`src/rtl/core/cidwt_pkg.sv`:
```
package cidwt_pkg;

  localparam int unsigned SerialW   = 32;
  localparam int unsigned CountOutW = 5;

  typedef enum logic [1:0] {
    OP_CHECK  = 2'd0,
    OP_APPEND = 2'd1,
    OP_DELETE = 2'd2,
    OP_CLEAR  = 2'd3
  } op_e;

  typedef enum logic [1:0] {
    ST_SUCCESS = 2'd0,
    ST_ABSENT  = 2'd1,
    ST_FULL    = 2'd2,
    ST_PRESENT = 2'd3
  } status_e;

  // which entry the table read port looks at
  typedef enum logic [1:0] {
    RD_IDX  = 2'd0,
    RD_PREV = 2'd1,
    RD_NEXT = 2'd2
  } rd_sel_e;

  typedef struct packed {
    logic    load;
    logic    clear;
    rd_sel_e rd_sel;
    logic    idx_dec;
    logic    idx_inc;
    logic    app_wr;
    logic    shift_wr;
    logic    cnt_dec;
    logic    set_status;
    status_e status;
    logic    out_load;
  } cmd_t;

  typedef struct packed {
    op_e  op;
    logic empty;
    logic full;
    logic hit;
    logic idx_zero;
    logic succ_valid;
    logic sh_more;
  } sts_t;

endpackage

```
`src/rtl/core/cidwt_if.sv`:
```
interface cidwt_req_if;
  logic                             valid;
  logic                             ready;
  cidwt_pkg::op_e                   op;
  logic [cidwt_pkg::SerialW-1:0]    serial;

  modport source (output valid, output op, output serial, input ready);
  modport sink   (input valid, input op, input serial, output ready);
endinterface

interface cidwt_rsp_if;
  logic                             valid;
  logic                             ready;
  logic                             ok;
  cidwt_pkg::status_e               status;
  logic [cidwt_pkg::CountOutW-1:0]  entry_count;

  modport source (output valid, output ok, output status, output entry_count, input ready);
  modport sink   (input valid, input ok, input status, input entry_count, output ready);
endinterface

```
`src/rtl/core/card_id_whitelist_table.sv`:
```
// channel  dir  beat payload                     handshake
// req_i    in   op, serial                        valid / ready
// rsp_o    out  ok, status, entry_count           valid / ready
//
// one request at a time; a lookup walks the stored entries top down through the
// single table read port, one entry per cycle
// a delete hit shifts every entry above it down one place (read then write on the table)
// clear and append to a full table finish without a lookup
// reset empties the table at once, no clearing pass; table contents are not reset
// a finished result waits in the output register while the next request is taken
module card_id_whitelist_table #(
  parameter int unsigned MAX_USERS = 16
) (
  input  logic             clk_i,
  input  logic             rst_ni,
  cidwt_req_if.sink        req_i,
  cidwt_rsp_if.source      rsp_o
);

  cidwt_pkg::cmd_t cmd;
  cidwt_pkg::sts_t sts;

  cidwt_ctrl u_ctrl (
    .clk_i       (clk_i),
    .rst_ni      (rst_ni),
    .in_valid_i  (req_i.valid),
    .in_ready_o  (req_i.ready),
    .out_valid_o (rsp_o.valid),
    .out_ready_i (rsp_o.ready),
    .sts_i       (sts),
    .cmd_o       (cmd)
  );

  cidwt_dp #(
    .MAX_USERS (MAX_USERS)
  ) u_dp (
    .clk_i             (clk_i),
    .rst_ni            (rst_ni),
    .cmd_i             (cmd),
    .sts_o             (sts),
    .in_op_i           (req_i.op),
    .in_serial_i       (req_i.serial),
    .out_ok_o          (rsp_o.ok),
    .out_status_o      (rsp_o.status),
    .out_entry_count_o (rsp_o.entry_count)
  );

endmodule

```
`src/rtl/core/cidwt_ram.sv`:
```
module cidwt_ram #(
  parameter int unsigned Width = 32,
  parameter int unsigned Depth = 16
) (
  input  logic                                     clk_i,
  input  logic                                     we_i,
  input  logic [((Depth > 1) ? $clog2(Depth) : 1)-1:0] waddr_i,
  input  logic [Width-1:0]                         wdata_i,
  input  logic [((Depth > 1) ? $clog2(Depth) : 1)-1:0] raddr_i,
  output logic [Width-1:0]                         rdata_o
);

  logic [Width-1:0] mem_q [Depth];
  logic [Width-1:0] rdata_q;

  always_ff @(posedge clk_i) begin
    if (we_i) begin
      mem_q[waddr_i] <= wdata_i;
    end
    rdata_q <= mem_q[raddr_i];
  end

  assign rdata_o = rdata_q;

endmodule

```
`src/rtl/core/cidwt_dp.sv`:
```
module cidwt_dp #(
  parameter int unsigned MAX_USERS = 16
) (
  input  logic                              clk_i,
  input  logic                              rst_ni,
  input  cidwt_pkg::cmd_t                   cmd_i,
  output cidwt_pkg::sts_t                   sts_o,
  input  cidwt_pkg::op_e                    in_op_i,
  input  logic [cidwt_pkg::SerialW-1:0]     in_serial_i,
  output logic                              out_ok_o,
  output cidwt_pkg::status_e                out_status_o,
  output logic [cidwt_pkg::CountOutW-1:0]   out_entry_count_o
);

  localparam int unsigned AddrW = (MAX_USERS > 1) ? $clog2(MAX_USERS) : 1;
  localparam int unsigned CntW  = $clog2(MAX_USERS + 1);

  logic [CntW-1:0]                     count_q, count_d;
  logic [AddrW-1:0]                    idx_q, idx_d;
  cidwt_pkg::op_e                      op_q;
  logic [cidwt_pkg::SerialW-1:0]       key_q;
  cidwt_pkg::status_e                  status_q;
  logic                                out_ok_q;
  cidwt_pkg::status_e                  out_status_q;
  logic [cidwt_pkg::CountOutW-1:0]     out_cnt_q;

  logic [CntW-1:0]                     cnt_m1;
  logic [CntW:0]                       idx_w, cnt_w;
  logic [CntW+cidwt_pkg::CountOutW-1:0] cnt_ext;
  logic [AddrW-1:0]                    raddr, waddr;
  logic [cidwt_pkg::SerialW-1:0]       wdata, rdata;
  logic                                we;

  assign cnt_m1 = count_q - CntW'(1);

  always_comb begin
    count_d = count_q;
    if (cmd_i.clear) begin
      count_d = '0;
    end else if (cmd_i.app_wr) begin
      count_d = count_q + CntW'(1);
    end else if (cmd_i.cnt_dec) begin
      count_d = cnt_m1;
    end
  end

  always_comb begin
    idx_d = idx_q;
    if (cmd_i.load) begin
      // scan starts at the top valid entry
      idx_d = cnt_m1[AddrW-1:0];
    end else if (cmd_i.idx_dec) begin
      idx_d = idx_q - AddrW'(1);
    end else if (cmd_i.idx_inc) begin
      idx_d = idx_q + AddrW'(1);
    end
  end

  always_ff @(posedge clk_i or negedge rst_ni) begin
    if (!rst_ni) begin
      count_q <= '0;
      idx_q   <= '0;
    end else begin
      count_q <= count_d;
      idx_q   <= idx_d;
    end
  end

  assign cnt_ext = (CntW + cidwt_pkg::CountOutW)'(count_q);

  always_ff @(posedge clk_i) begin
    if (cmd_i.load) begin
      op_q  <= in_op_i;
      key_q <= in_serial_i;
    end
    if (cmd_i.set_status) begin
      status_q <= cmd_i.status;
    end
    if (cmd_i.out_load) begin
      out_ok_q     <= (status_q == cidwt_pkg::ST_SUCCESS);
      out_status_q <= status_q;
      out_cnt_q    <= cnt_ext[cidwt_pkg::CountOutW-1:0];
    end
  end

  always_comb begin
    case (cmd_i.rd_sel)
      cidwt_pkg::RD_IDX:  raddr = idx_q;
      // prefetch the next lower entry while comparing this one
      cidwt_pkg::RD_PREV: raddr = (idx_q == '0) ? idx_q : idx_q - AddrW'(1);
      cidwt_pkg::RD_NEXT: raddr = idx_q + AddrW'(1);
      default:            raddr = idx_q;
    endcase
  end

  assign we    = cmd_i.app_wr | cmd_i.shift_wr;
  assign waddr = cmd_i.app_wr ? count_q[AddrW-1:0] : idx_q;
  assign wdata = cmd_i.app_wr ? key_q : rdata;

  cidwt_ram #(
    .Width (cidwt_pkg::SerialW),
    .Depth (MAX_USERS)
  ) u_store (
    .clk_i   (clk_i),
    .we_i    (we),
    .waddr_i (waddr),
    .wdata_i (wdata),
    .raddr_i (raddr),
    .rdata_o (rdata)
  );

  assign idx_w = (CntW + 1)'(idx_q);
  assign cnt_w = (CntW + 1)'(count_q);

  always_comb begin
    sts_o.op         = op_q;
    sts_o.empty      = (count_q == '0);
    sts_o.full       = (count_q == CntW'(MAX_USERS));
    sts_o.hit        = (rdata == key_q);
    sts_o.idx_zero   = (idx_q == '0);
    sts_o.succ_valid = ((idx_w + (CntW + 1)'(1)) < cnt_w);
    sts_o.sh_more    = ((idx_w + (CntW + 1)'(2)) < cnt_w);
  end

  assign out_ok_o          = out_ok_q;
  assign out_status_o      = out_status_q;
  assign out_entry_count_o = out_cnt_q;

endmodule

```
`src/rtl/core/cidwt_ctrl.sv`:
```
module cidwt_ctrl (
  input  logic             clk_i,
  input  logic             rst_ni,
  input  logic             in_valid_i,
  output logic             in_ready_o,
  output logic             out_valid_o,
  input  logic             out_ready_i,
  input  cidwt_pkg::sts_t  sts_i,
  output cidwt_pkg::cmd_t  cmd_o
);

  typedef enum logic [8:0] {
    S_IDLE    = 9'b000000001,
    S_DISP    = 9'b000000010,
    S_RD      = 9'b000000100,
    S_CMP     = 9'b000001000,
    S_APPEND  = 9'b000010000,
    S_SH_RD   = 9'b000100000,
    S_SH_WR   = 9'b001000000,
    S_DEL_END = 9'b010000000,
    S_FIN     = 9'b100000000
  } state_e;

  state_e state_q, state_d;
  logic   out_valid_q, out_valid_d;
  logic   can_load;

  assign can_load = !out_valid_q || out_ready_i;

  always_comb begin
    state_d    = state_q;
    cmd_o      = '0;
    in_ready_o = 1'b0;
    case (state_q)
      S_IDLE: begin
        in_ready_o = 1'b1;
        if (in_valid_i) begin
          cmd_o.load = 1'b1;
          state_d    = S_DISP;
        end
      end
      S_DISP: begin
        case (sts_i.op)
          cidwt_pkg::OP_CLEAR: begin
            cmd_o.clear      = 1'b1;
            cmd_o.set_status = 1'b1;
            cmd_o.status     = cidwt_pkg::ST_SUCCESS;
            state_d          = S_FIN;
          end
          cidwt_pkg::OP_APPEND: begin
            // full wins over duplicate
            if (sts_i.full) begin
              cmd_o.set_status = 1'b1;
              cmd_o.status     = cidwt_pkg::ST_FULL;
              state_d          = S_FIN;
            end else if (sts_i.empty) begin
              state_d = S_APPEND;
            end else begin
              state_d = S_RD;
            end
          end
          default: begin
            if (sts_i.empty) begin
              cmd_o.set_status = 1'b1;
              cmd_o.status     = cidwt_pkg::ST_ABSENT;
              state_d          = S_FIN;
            end else begin
              state_d = S_RD;
            end
          end
        endcase
      end
      S_RD: begin
        cmd_o.rd_sel = cidwt_pkg::RD_IDX;
        state_d      = S_CMP;
      end
      S_CMP: begin
        cmd_o.rd_sel = cidwt_pkg::RD_PREV;
        if (sts_i.hit) begin
          case (sts_i.op)
            cidwt_pkg::OP_APPEND: begin
              cmd_o.set_status = 1'b1;
              cmd_o.status     = cidwt_pkg::ST_PRESENT;
              state_d          = S_FIN;
            end
            cidwt_pkg::OP_DELETE: begin
              state_d = sts_i.succ_valid ? S_SH_RD : S_DEL_END;
            end
            default: begin
              cmd_o.set_status = 1'b1;
              cmd_o.status     = cidwt_pkg::ST_SUCCESS;
              state_d          = S_FIN;
            end
          endcase
        end else if (sts_i.idx_zero) begin
          if (sts_i.op == cidwt_pkg::OP_APPEND) begin
            state_d = S_APPEND;
          end else begin
            cmd_o.set_status = 1'b1;
            cmd_o.status     = cidwt_pkg::ST_ABSENT;
            state_d          = S_FIN;
          end
        end else begin
          cmd_o.idx_dec = 1'b1;
        end
      end
      S_APPEND: begin
        cmd_o.app_wr     = 1'b1;
        cmd_o.set_status = 1'b1;
        cmd_o.status     = cidwt_pkg::ST_SUCCESS;
        state_d          = S_FIN;
      end
      S_SH_RD: begin
        cmd_o.rd_sel = cidwt_pkg::RD_NEXT;
        state_d      = S_SH_WR;
      end
      S_SH_WR: begin
        cmd_o.shift_wr = 1'b1;
        cmd_o.idx_inc  = 1'b1;
        state_d        = sts_i.sh_more ? S_SH_RD : S_DEL_END;
      end
      S_DEL_END: begin
        cmd_o.cnt_dec    = 1'b1;
        cmd_o.set_status = 1'b1;
        cmd_o.status     = cidwt_pkg::ST_SUCCESS;
        state_d          = S_FIN;
      end
      S_FIN: begin
        if (can_load) begin
          cmd_o.out_load = 1'b1;
          state_d        = S_IDLE;
        end
      end
      default: begin
        state_d = S_IDLE;
      end
    endcase
  end

  always_comb begin
    if ((state_q == S_FIN) && can_load) begin
      out_valid_d = 1'b1;
    end else if (out_ready_i) begin
      out_valid_d = 1'b0;
    end else begin
      out_valid_d = out_valid_q;
    end
  end

  always_ff @(posedge clk_i or negedge rst_ni) begin
    if (!rst_ni) begin
      state_q     <= S_IDLE;
      out_valid_q <= 1'b0;
    end else begin
      state_q     <= state_d;
      out_valid_q <= out_valid_d;
    end
  end

  assign out_valid_o = out_valid_q;

endmodule

```
`src/flat_wrapper.sv`:
```
// flat-port wrapper written by rule: the top's interface ports become plain ports
module card_id_whitelist_table_flat 
#(
  parameter int unsigned MAX_USERS = 16
)
  (clk_i, rst_ni, req_i_valid, req_i_op, req_i_serial, req_i_ready, rsp_o_valid, rsp_o_ok, rsp_o_status, rsp_o_entry_count, rsp_o_ready);
  cidwt_req_if req_i_i ();
  cidwt_rsp_if rsp_o_i ();
  input  logic clk_i;
  input  logic rst_ni;
  input wire logic [$bits(req_i_i.valid)-1:0] req_i_valid;
  input wire logic [$bits(req_i_i.op)-1:0] req_i_op;
  input wire logic [$bits(req_i_i.serial)-1:0] req_i_serial;
  output wire logic [$bits(req_i_i.ready)-1:0] req_i_ready;
  output wire logic [$bits(rsp_o_i.valid)-1:0] rsp_o_valid;
  output wire logic [$bits(rsp_o_i.ok)-1:0] rsp_o_ok;
  output wire logic [$bits(rsp_o_i.status)-1:0] rsp_o_status;
  output wire logic [$bits(rsp_o_i.entry_count)-1:0] rsp_o_entry_count;
  input wire logic [$bits(rsp_o_i.ready)-1:0] rsp_o_ready;
  assign req_i_i.valid = req_i_valid;
  assign req_i_i.op = req_i_op;
  assign req_i_i.serial = req_i_serial;
  assign req_i_ready = req_i_i.ready;
  assign rsp_o_valid = rsp_o_i.valid;
  assign rsp_o_ok = rsp_o_i.ok;
  assign rsp_o_status = rsp_o_i.status;
  assign rsp_o_entry_count = rsp_o_i.entry_count;
  assign rsp_o_i.ready = rsp_o_ready;
  card_id_whitelist_table #(.MAX_USERS(MAX_USERS)) u_core (.clk_i(clk_i), .rst_ni(rst_ni), .req_i(req_i_i), .rsp_o(rsp_o_i));
endmodule
```
`config.mk`:
```
export PLATFORM = sky130hd
export DESIGN_NAME = card_id_whitelist_table_flat
export DESIGN_NICKNAME = d
export VERILOG_FILES = /design/src/rtl/core/cidwt_pkg.sv /design/src/rtl/core/cidwt_if.sv /design/src/rtl/core/card_id_whitelist_table.sv /design/src/rtl/core/cidwt_ram.sv /design/src/rtl/core/cidwt_dp.sv /design/src/rtl/core/cidwt_ctrl.sv /design/src/flat_wrapper.sv
export SDC_FILE = /design/constraint.sdc
export NUM_CORES = 1
export LEC_CHECK = 0
export CORE_MARGIN = 4
export CORE_UTILIZATION = 55
export CTS_CLUSTER_SIZE = 12
export DETAILED_ROUTE_END_ITERATION = 16
export DONT_BUFFER_PORTS = 1
export PLACE_DENSITY_LB_ADDON = 0.15
export SYNTH_ARGS = -nofsm -noshare
export SYNTH_HDL_FRONTEND = slang
export SYNTH_HIERARCHICAL = 1
export SYNTH_SLANG_ARGS = --single-unit
```
`constraint.sdc`:
```
create_clock -name clk_i -period 7.6 [get_ports clk_i]
set_clock_uncertainty 0.05 [all_clocks]
set_input_delay 0.38 -clock clk_i [delete_from_list [all_inputs] [get_ports clk_i]]
set_output_delay 0.38 -clock clk_i [all_outputs]
set_load 0.01 [all_outputs]
```
[After elaboration in Yosys (flattened, before gate mapping)]
Memories as Yosys holds them, arrays and structs flattened. A register that Yosys moved wholly into a read port is not among the register bits.
Index checks and enable logic that the tools add are counted.
Word-level totals
  output and inout port bits: 10
  bits in latches: 0
  logic and storage cells: 99
  memories: 1
  bits in registers: 63
  bits in read-only memories: 0
  bits in writable memories: 512
Operators by class
  mux-type cells: 49
  div/mod/pow operators: 0
  add/subtract/negate cells: 6
  multipliers: 0
  shift-type cells: 0
  bitwise operators: 1
  $lt $le $gt $ge: 2
  eq/ne operators: 19
  reduce and logical (&&, ||, !) cells: 11
Memory list
  u_core.u_dp.u_store.mem_q: depth 16, bits a word 32, rd ports 1, clocked after memory_dff 1, wr ports 1, RTL line cidwt_ram.sv:13  | logic [Width-1:0] mem_q [Depth];
Operators by type and width (count)
  9-bit 2-to-1 mux: 8
  9-bit one-hot mux with 8 select lines: 1
  32-bit == test: 1
  32-bit 2-to-1 mux: 1
  4-bit 2-to-1 mux: 5
  5-bit 2-to-1 mux: 4
  9-bit one-hot mux with 2 select lines: 1
  1-bit 2-to-1 mux: 17
  8-bit 2-to-1 mux: 2
  3-bit 2-to-1 mux: 5
  3-bit one-hot mux with 2 select lines: 2
  5-bit < comparator: 2
  9-bit by 1-bit == test with 1-bit output, second input constant: 1
  9-bit by 2-bit == test with 1-bit output, second input constant: 1
  9-bit by 3-bit == test with 1-bit output, second input constant: 1
  9-bit by 4-bit == test with 1-bit output, second input constant: 1
  9-bit by 5-bit == test with 1-bit output, second input constant: 1
  9-bit by 6-bit == test with 1-bit output, second input constant: 1
  9-bit by 7-bit == test with 1-bit output, second input constant: 1
  9-bit by 8-bit == test with 1-bit output, second input constant: 1
  9-bit == test, second input constant: 1
  3-bit one-hot mux with 3 select lines: 1
  4-bit one-hot mux with 2 select lines: 1
  2-bit == test, second input constant: 3
  22 further kinds: 25

[Logic depth before layout (Yosys ltp)]
Gate-level depths: netlist (run 1).
  word-level depth: 6
  gate-level depth with buffers: 15
  depth with buffers taken out: 11

[By module]
Netlist (run 1), hierarchy kept.
Modules (own cells, without submodules)
  cidwt_ram: sequential area each 16015.4 µm², cells each 838, area an instance 19835.3 µm², times used 1
  cidwt_dp: sequential area each 1546.5 µm², cells each 257, area an instance 3144.3 µm², times used 1
  cidwt_ctrl: sequential area each 251.5 µm², cells each 92, area an instance 784.5 µm², times used 1

[Worst setup path before layout (run 1)]
Ideal clock, no wire load.
  path kind: reg-to-reg
  start point: register u_core.u_ctrl.state_q[8]
  end point: memory u_core.u_dp.u_store.mem_q[0][0] (enable)
  library setup time: 0.461 ns
  stages on the path, launching flop included: 8
  arrival time: 4.740 ns
  required time: 7.089 ns
  setup slack: 2.349 ns
  cell sequence: dfrtp_1 -> nor4_2 -> nand2_1 -> nor4b_1 -> buf_2 -> mux2_2 -> or3b_2 -> nor3_1
RTL lines
  start: declaration: RTL line cidwt_ctrl.sv:24  | state_e state_q, state_d;
  start signal: assignment: RTL line cidwt_ctrl.sv:155  | state_q <= state_d;
  end: declaration: RTL line cidwt_ram.sv:13

==> impl_metrics.py, run 1 <==
metrics = {
    "sta": {
        "relSlewSlack_pct": 23.3,
        "fin_crit_sh_pct": 66.1,
        "fin_crit_ps": 5030,
        "hold_viol": 0,
        "drv_slew": 0,
        "setup_tns_ps": 0,
        "max_freq_mhz": 199,
        "tightest_slew_ps": 1150,
        "finalSetupViolCount": 0,
        "rsz0062_at_grt": "no",
    },
    "setup_path": {
        "crit_fanout": 69,
        "end_kind": "flip-flop",
        "r2r-end": "u_core/u_dp/u_store/rdata_o[22]",
        "arrival_ps": 5470,
        "crit_start": "u_core/u_ctrl/state_q[4]",
        "crit_type": "reg2reg",
        "required_ps": 8040,
        "worstSetupEndpoint": "u_core/u_dp/u_store/rdata_o[22]",
        "r2r_cells": 12,
        "regToRegStartpoint": "u_core/u_ctrl/state_q[4]",
        "regToRegSetupSlack_ps": 2570,
        "startpoint_type": "flip-flop",
    },
    "final_layout": {
        "multi_input_area_sq_mm": 0.00576,
        "ff_latch_area_sq_mm": 0.0178,
        "antennaDiodeCount": 0,
        "nets": 1313,
        "layout.cells.non_filler": 1879,
        "drive_gt1_share_pct": 22.7,
        "areaGrowthSynthToFinish_pct": 12.6,
        "fillers": 2893,
    },
    "logic_synthesis": {
        "yosysWarnings": 6,
        "ys_seq_elements": 607,
        "ys_seq_area_share_pct": 75.0,
        "ys_async_sr_fraction_pct": 3.13,
        "synth-edff-count": 556,
        "synth_cells": 1187,
        "synthesis.nets": 1243,
        "netlist_area_sq_mm": 0.0238,
        "syn_area_per_cell_sq_um": 20.0,
        "ys.flop_type": "edfxtp_1",
        "synth_cell_types": 64,
    },
    "route": {
        "drc": 0,
        "viasPerCell": 6.13,
        "drt_first_pass_iters": 5,
        "first_iter_violations": 1069,
        "vias": 11514,
        "route.detailed.wl_per_inst_um": 27.6,
        "wirelength_mm": 51.9,
        "ant_nets": 0,
    },
    "clock_tree": {
        "worstSkewPairLatency_ps": 610,
        "htreeDepth": 2,
        "cts_tree": "done",
        "postCtsSetupRepairBufs": 0,
        "clock_sinks": 607,
        "clkTransAtPathRegs_ps": 60,
        "cts_root_buf": "clkbuf_16",
        "cts_buffers": 60,
        "clockBufferDepth": 3,
    },
    "grt": {
        "grt_pass1_vias": 11687,
        "grt_max_degree": 88,
        "grt-ovfl-total": 0,
        "grt_pass1_wl_mm": 77.2,
        "antenna_found_initial": 0,
        "grt_usage_pct": 22.6,
    },
    "floorplan": {
        "start_util_pct": 56.2,
        "fp-row-count": 75,
        "dieArea_sq_mm": 0.0466,
        "ios": 48,
        "die_h_um": 216,
        "die_w_um": 216,
        "core_area_sq_mm": 0.0423,
    },
    "pwr": {
        "p_per_area_mw_per_mm2": 347,
        "fin_total_pwr_w": 0.00929,
        "p_leak_nw": 8.85,
        "ir_drop_v": 0.000241,
    },
    "placed_design": {
        "place_congestion": 0.757,
        "hpwlAfterDp_mm": 27.0,
        "placed_cells": 1735,
        "portBuffers": 0,
    },
    "min_path": {
        "hold_class": "in2reg",
    },
    "job": {
        "cap_violations": 0,
    },
    "status": {
        "status": "finished, final reports clean",
    },
}
-- cell usage in the layout, fill, tap and decap left out, types with 7 or more instances in the layout --
cell | netlist | layout
edfxtp_1 | 556 | 556
mux4_2 | 128 | 128
a22oi_1 | 64 | 64
clkbuf_16 | 0 | 61
nand2_1 | 51 | 51
xor2_1 | 38 | 38
dlygate4sd3_1 | 0 | 37
mux2_2 | 33 | 33
dfxtp_1 | 32 | 32
clkbuf_1 | 21 | 31
buf_4 | 11 | 28
nor2_1 | 31 | 18
dfrtp_1 | 18 | 18
ha_1 | 18 | 18
inv_1 | 17 | 17
o21ai_0 | 14 | 14
nor2_4 | 0 | 13
a21oi_1 | 11 | 11
nor4_1 | 9 | 9
xnor2_1 | 9 | 9
and3_1 | 8 | 8
nor3_1 | 11 | 7
-- area by class of cell --
type / count / share of cell area (%)
clock buffers: 94 / 6.24
multi-input cells: 505 / 21.5
flip-flops and latches: 607 / 66.5
well taps: 577 / 2.70
clock inverters: 13 / 0.533
inverters: 17 / 0.238
repair buffers: 66 / 2.24
-- flip-flops by register name, summed over array words and instances, names as in the netlist --
signal / count
u_core/u_ctrl/out_valid_o: 1
u_core/u_ctrl/state_q: 9
u_core/u_dp/count_q: 5
u_core/u_dp/idx_q: 4
u_core/u_dp/key_q: 32
u_core/u_dp/op_q: 2
u_core/u_dp/out_entry_count_o: 5
u_core/u_dp/out_ok_o: 1
u_core/u_dp/out_status_o: 2
u_core/u_dp/status_q: 2
u_core/u_dp/u_store/mem_q: 512
u_core/u_dp/u_store/rdata_o: 32
-- power by group --
part | switching, W | leakage [nW] | internal (W)
Sequential | 0.000157 | 5.55 | 0.00426
Combinational | 0.00131 | 2.42 | 0.000793
Clock | 0.00118 | 0.876 | 0.00160
Total | 0.00264 | 8.85 | 0.00665
-- Yosys cell counts, drive strengths merged (3+ instances only) --
| cell | number | area [sq um] |
|---|---|---|
| mux2 | 33 | 372 |
| o22ai | 3 | 18.8 |
| inv | 17 | 63.8 |
| a21oi | 11 | 55.1 |
| buf | 36 | 214 |
| xnor2 | 9 | 78.8 |
| nor3 | 11 | 55.1 |
| xor2 | 38 | 333 |
| clkbuf | 22 | 83.8 |
| dfrtp | 18 | 450 |
| nor4b | 6 | 58.8 |
| nor4 | 10 | 68.8 |
| ha | 18 | 225 |
| nand3b | 3 | 22.5 |
| and3 | 10 | 65.1 |
| nand3 | 4 | 20.0 |
| nor2b | 7 | 43.8 |
| dfxtp | 32 | 641 |
| mux2i | 3 | 30.0 |
| a21o | 3 | 23.8 |
| and2 | 4 | 25.0 |
| nor2 | 31 | 116 |
| nand2 | 51 | 191 |
| a22oi | 64 | 480 |
| edfxtp | 556 | 16700 |
| nand2b | 6 | 37.5 |
| mux4 | 128 | 2880 |
| o21ai | 15 | 75.1 |
| nand4 | 5 | 31.3 |
| a21boi | 3 | 22.5 |
-- metal layers --
metal  global-route usage, %  vias up  share of wire (%)
li1                        -     4979                  -
met1                    31.6     6065                 41
met2                    38.3      398                 51
met3                    3.18       72                6.5
met4                    5.48        0                1.8
met5                       0        -                  0
-- worst min path at each step --
stage           startpoint                        end  cells after the start
2_1_floorplan       rst_ni  u_core/u_ctrl/out_valid_o                      0
3_3_place_gp        rst_ni  u_core/u_ctrl/out_valid_o                      0
3_5_place_dp        rst_ni  u_core/u_ctrl/out_valid_o                      0
4_1_cts        req_i_valid   u_core/u_ctrl/state_q[0]                      3
5_1_grt        req_i_valid   u_core/u_ctrl/state_q[0]                      3
6_report       req_i_valid   u_core/u_ctrl/state_q[0]                      3
-- critical path, cell delays in order, from the launching register on --
cell,delay (ps)
dfrtp_1,470
nor4_1,750
nand3_1,320
inv_1,150
inv_1,50
ha_1,410
or3_1,380
o21ai_1,100
a221o_4,890
buf_4,550
mux4_2,370
a22oi_1,200
nand2_1,70
-- per-stage QoR --
stage / util, % / area (sq um) / setup WS [ps] / hold WS (ps)
2_1_floorplan: - / 23800 / 2350 / 34.4
3_3_place_gp: 58.1 / 24600 / 2710 / 35.0
3_5_place_dp: 58.1 / 24600 / 2560 / 34.9
4_1_cts: 63.2 / 26800 / 2560 / 37.2
5_1_grt: 63.2 / 26800 / 2080 / 67.7
6_report: 63.2 / 26800 / 2570 / 63.4
-- cell families (layout without fill, tap and decap cells) --
logic type / count (synthesis) / after routing / synth area share [%]
xor+xnor: 47 / 47 / 1.73
mux: 164 / 164 / 13.8
simple gates: 163 / 163 / 3.69
fa+ha+maj: 18 / 18 / 0.948
flops: 607 / 607 / 75.0
buf+inv: 75 / 190 / 1.52
compound gates: 113 / 113 / 3.33
-- timing repair --
action | CTS | global route
endpoints found under the hold margin | 55 | 0
resized for setup | 0 | 0
hold buffers | 37 | 0
Power figures use the tool's default switching activity.
==> inputs of run 2 (changes only) <==
==> constraint.sdc (replaced) <==
create_clock -name clk_i -period 4.41 [get_ports clk_i]
set_clock_uncertainty 0.05 [all_clocks]
set_input_delay 0.2205 -clock clk_i [delete_from_list [all_inputs] [get_ports clk_i]]
set_output_delay 0.2205 -clock clk_i [all_outputs]
set_load 0.01 [all_outputs]
==> run 2 against run 1 <==
Critical path depth is 1 lower. Maximum frequency grew 30%. Non-clock buffer count increased by 25. Via count grew 1.4%. Sequential power grew 72%. Final area is 1.6% higher. Register-to-register slack worse by 2000 ps. Count of clock-buffer cells in the layout up 7. Critical endpoint is now u_core/u_dp/u_store/rdata_o[16].
==> impl_metrics.py, run 2 (same netlist as run 1, synthesis figures left out) <==
metrics = {
    "status": {
        "status": "finished, final reports clean",
    },
    "route": {
        "vias": 11672,
        "drc": 0,
        "wirelength_mm": 51.7,
        "route.detailed.wl_per_inst_um": 27.1,
        "viasPerCell": 6.11,
        "ant_nets": 0,
        "first_iter_violations": 1220,
        "drt_first_pass_iters": 5,
    },
    "pwr": {
        "fin_total_pwr_w": 0.0162,
        "power_frac_seq_pct": 46.8,
        "p_comb_share_pct": 23.4,
        "p_leak_nw": 9.07,
        "internal-power_w": 0.0116,
        "p_per_area_mw_per_mm2": 597,
        "ir_drop_v": 0.000399,
        "p_switching_w": 0.00462,
        "switching_share_pct": 28.5,
        "clkPwrFrac_pct": 29.9,
    },
    "final_layout": {
        "largest_reg_flops": 512,
        "areaGrowthSynthToFinish_pct": 14.4,
        "regMostFlops": "u_core/u_dp/u_store/mem_q",
        "final_common_cell": "edfxtp_1",
        "final_cell_mix": "edfxtp_1 (556), mux4_2 (128), a22oi_1 (64)",
        "nets": 1338,
        "antennaDiodeCount": 0,
        "drive_gt1_share_pct": 24.2,
    },
    "sta": {
        "setup_tns_ps": 0,
        "rsz0062_at_grt": "no",
        "whs_ps": 171,
        "max_freq_mhz": 259,
        "hold_viol": 0,
        "tightest_slew_ps": 1140,
        "relSlewSlack_pct": 22.8,
        "fin_crit_sh_pct": 87.4,
        "setup_ws_ps": 555,
        "finalSetupViolCount": 0,
        "drv_slew": 0,
        "fin_crit_ps": 3860,
    },
    "grt": {
        "grt_max_degree": 61,
        "grt-ovfl-total": 0,
        "grt_pass1_vias": 12011,
        "antenna_found_initial": 0,
        "grt_pass1_wl_mm": 77.3,
        "grt_usage_pct": 22.4,
    },
    "setup_path": {
        "end_kind": "flip-flop",
        "crit_fanout": 24,
        "arrival_ps": 4300,
        "path_cells": "nor4_1 -> buf_4 -> nand3_1 -> inv_1 -> inv_1 -> ha_1 -> o31ai_4 -> buf_4 -> mux4_2 -> a22oi_1 -> nand2_1",
        "cp_num_buf_inv": 4,
        "startpoint_type": "flip-flop",
        "max_stage_delay_ps": 570,
        "crit_family": "buffers and inverters",
        "required_ps": 4850,
        "cpMaxStageDelayCell": "mux4_2",
        "crit_type": "reg2reg",
    },
    "clock_tree": {
        "clockBufferDepth": 3,
        "clkTransAtPathRegs_ps": 60,
        "clock_sinks": 607,
        "postCtsSetupRepairBufs": 0,
        "cts_buffers": 60,
        "worstSkewPairLatency_ps": 620,
        "htreeDepth": 2,
        "cts_root_buf": "clkbuf_16",
        "cts_tree": "done",
    },
    "floorplan": {
        "die_h_um": 216,
        "fp-row-count": 75,
        "die_w_um": 216,
        "dieArea_sq_mm": 0.0466,
        "core_area_sq_mm": 0.0423,
        "start_util_pct": 56.2,
        "ios": 48,
    },
    "placed_design": {
        "hpwlAfterDp_mm": 29.1,
        "portBuffers": 0,
        "dp_slack_ps": 576,
        "place_congestion": 0.787,
    },
    "min_path": {
        "hold_class": "in2reg",
    },
    "job": {
        "cap_violations": 0,
    },
}
run 2: power groups by stage:
stage / sequential (W) / combinational (W) / clock, W
final: 0.00760 / 0.00380 / 0.00485
after global routing: 0.00763 / 0.00413 / 0.00524
after CTS: 0.00760 / 0.00383 / 0.00495
after detailed placement: 0.00771 / 0.00379 / 0
after global placement: 0.00770 / 0.00370 / 0
after floorplan: 0.00760 / 0.00261 / 0
run 2: what timing repair did:
item	in CTS	in global routing
endpoints found under the hold margin	56	0
resized for setup	0	0
hold buffers	37	0
run 2: layer usage:
metal  vias up  track usage, %  routed length [um]
met5         -               0                   0
met4         0            5.54                 986
met3        59            4.23                3380
met2       389            37.5               26200
met1      6178            31.1               21200
li1       5046               -                   -
run 2: worst paths after layout:
| kind | start | to | slack [ps] | depth (start not counted) |
|---|---|---|---|---|
| worst max-delay path | u_core/u_ctrl/state_q[4] | u_core/u_dp/u_store/rdata_o[16] | 550 | 11 |
| worst min-delay path | req_i_serial[30] | u_core/u_dp/key_q[30] | 170 | 1 |
| worst max register to register | u_core/u_ctrl/state_q[4] | u_core/u_dp/u_store/rdata_o[16] | 550 | 11 |
| worst min register to register | u_core/u_dp/status_q[0] | u_core/u_dp/out_status_o[0] | 400 | 0 |
| max in group asynchronous | rst_ni | u_core/u_ctrl/state_q[1] | 3540 | 1 |
| min in group asynchronous | rst_ni | u_core/u_dp/count_q[4] | 180 | 1 |
run 2: final cells by class:
type | instances | area [sq um]
sequential | 607 | 17800
inverter | 17 | 63.8
multi-input combinational | 505 | 5770
clock inverter | 11 | 156
tap | 577 | 722
timing repair buffer | 91 | 951
fill | 2863 | 15100
clock buffer | 101 | 1720
run 2: metrics by stage:
| step | cell area [sq um] | cells | utilization, % |
|---|---|---|---|
| 2_1_floorplan | 23800 | 1187 | - |
| 3_3_place_gp | 24900 | 1760 | 58.9 |
| 3_5_place_dp | 24900 | 1760 | 58.9 |
| 4_1_cts | 27200 | 1909 | 64.2 |
| 5_1_grt | 27200 | 1909 | 64.2 |
| 6_report | 27200 | 1909 | 64.2 |
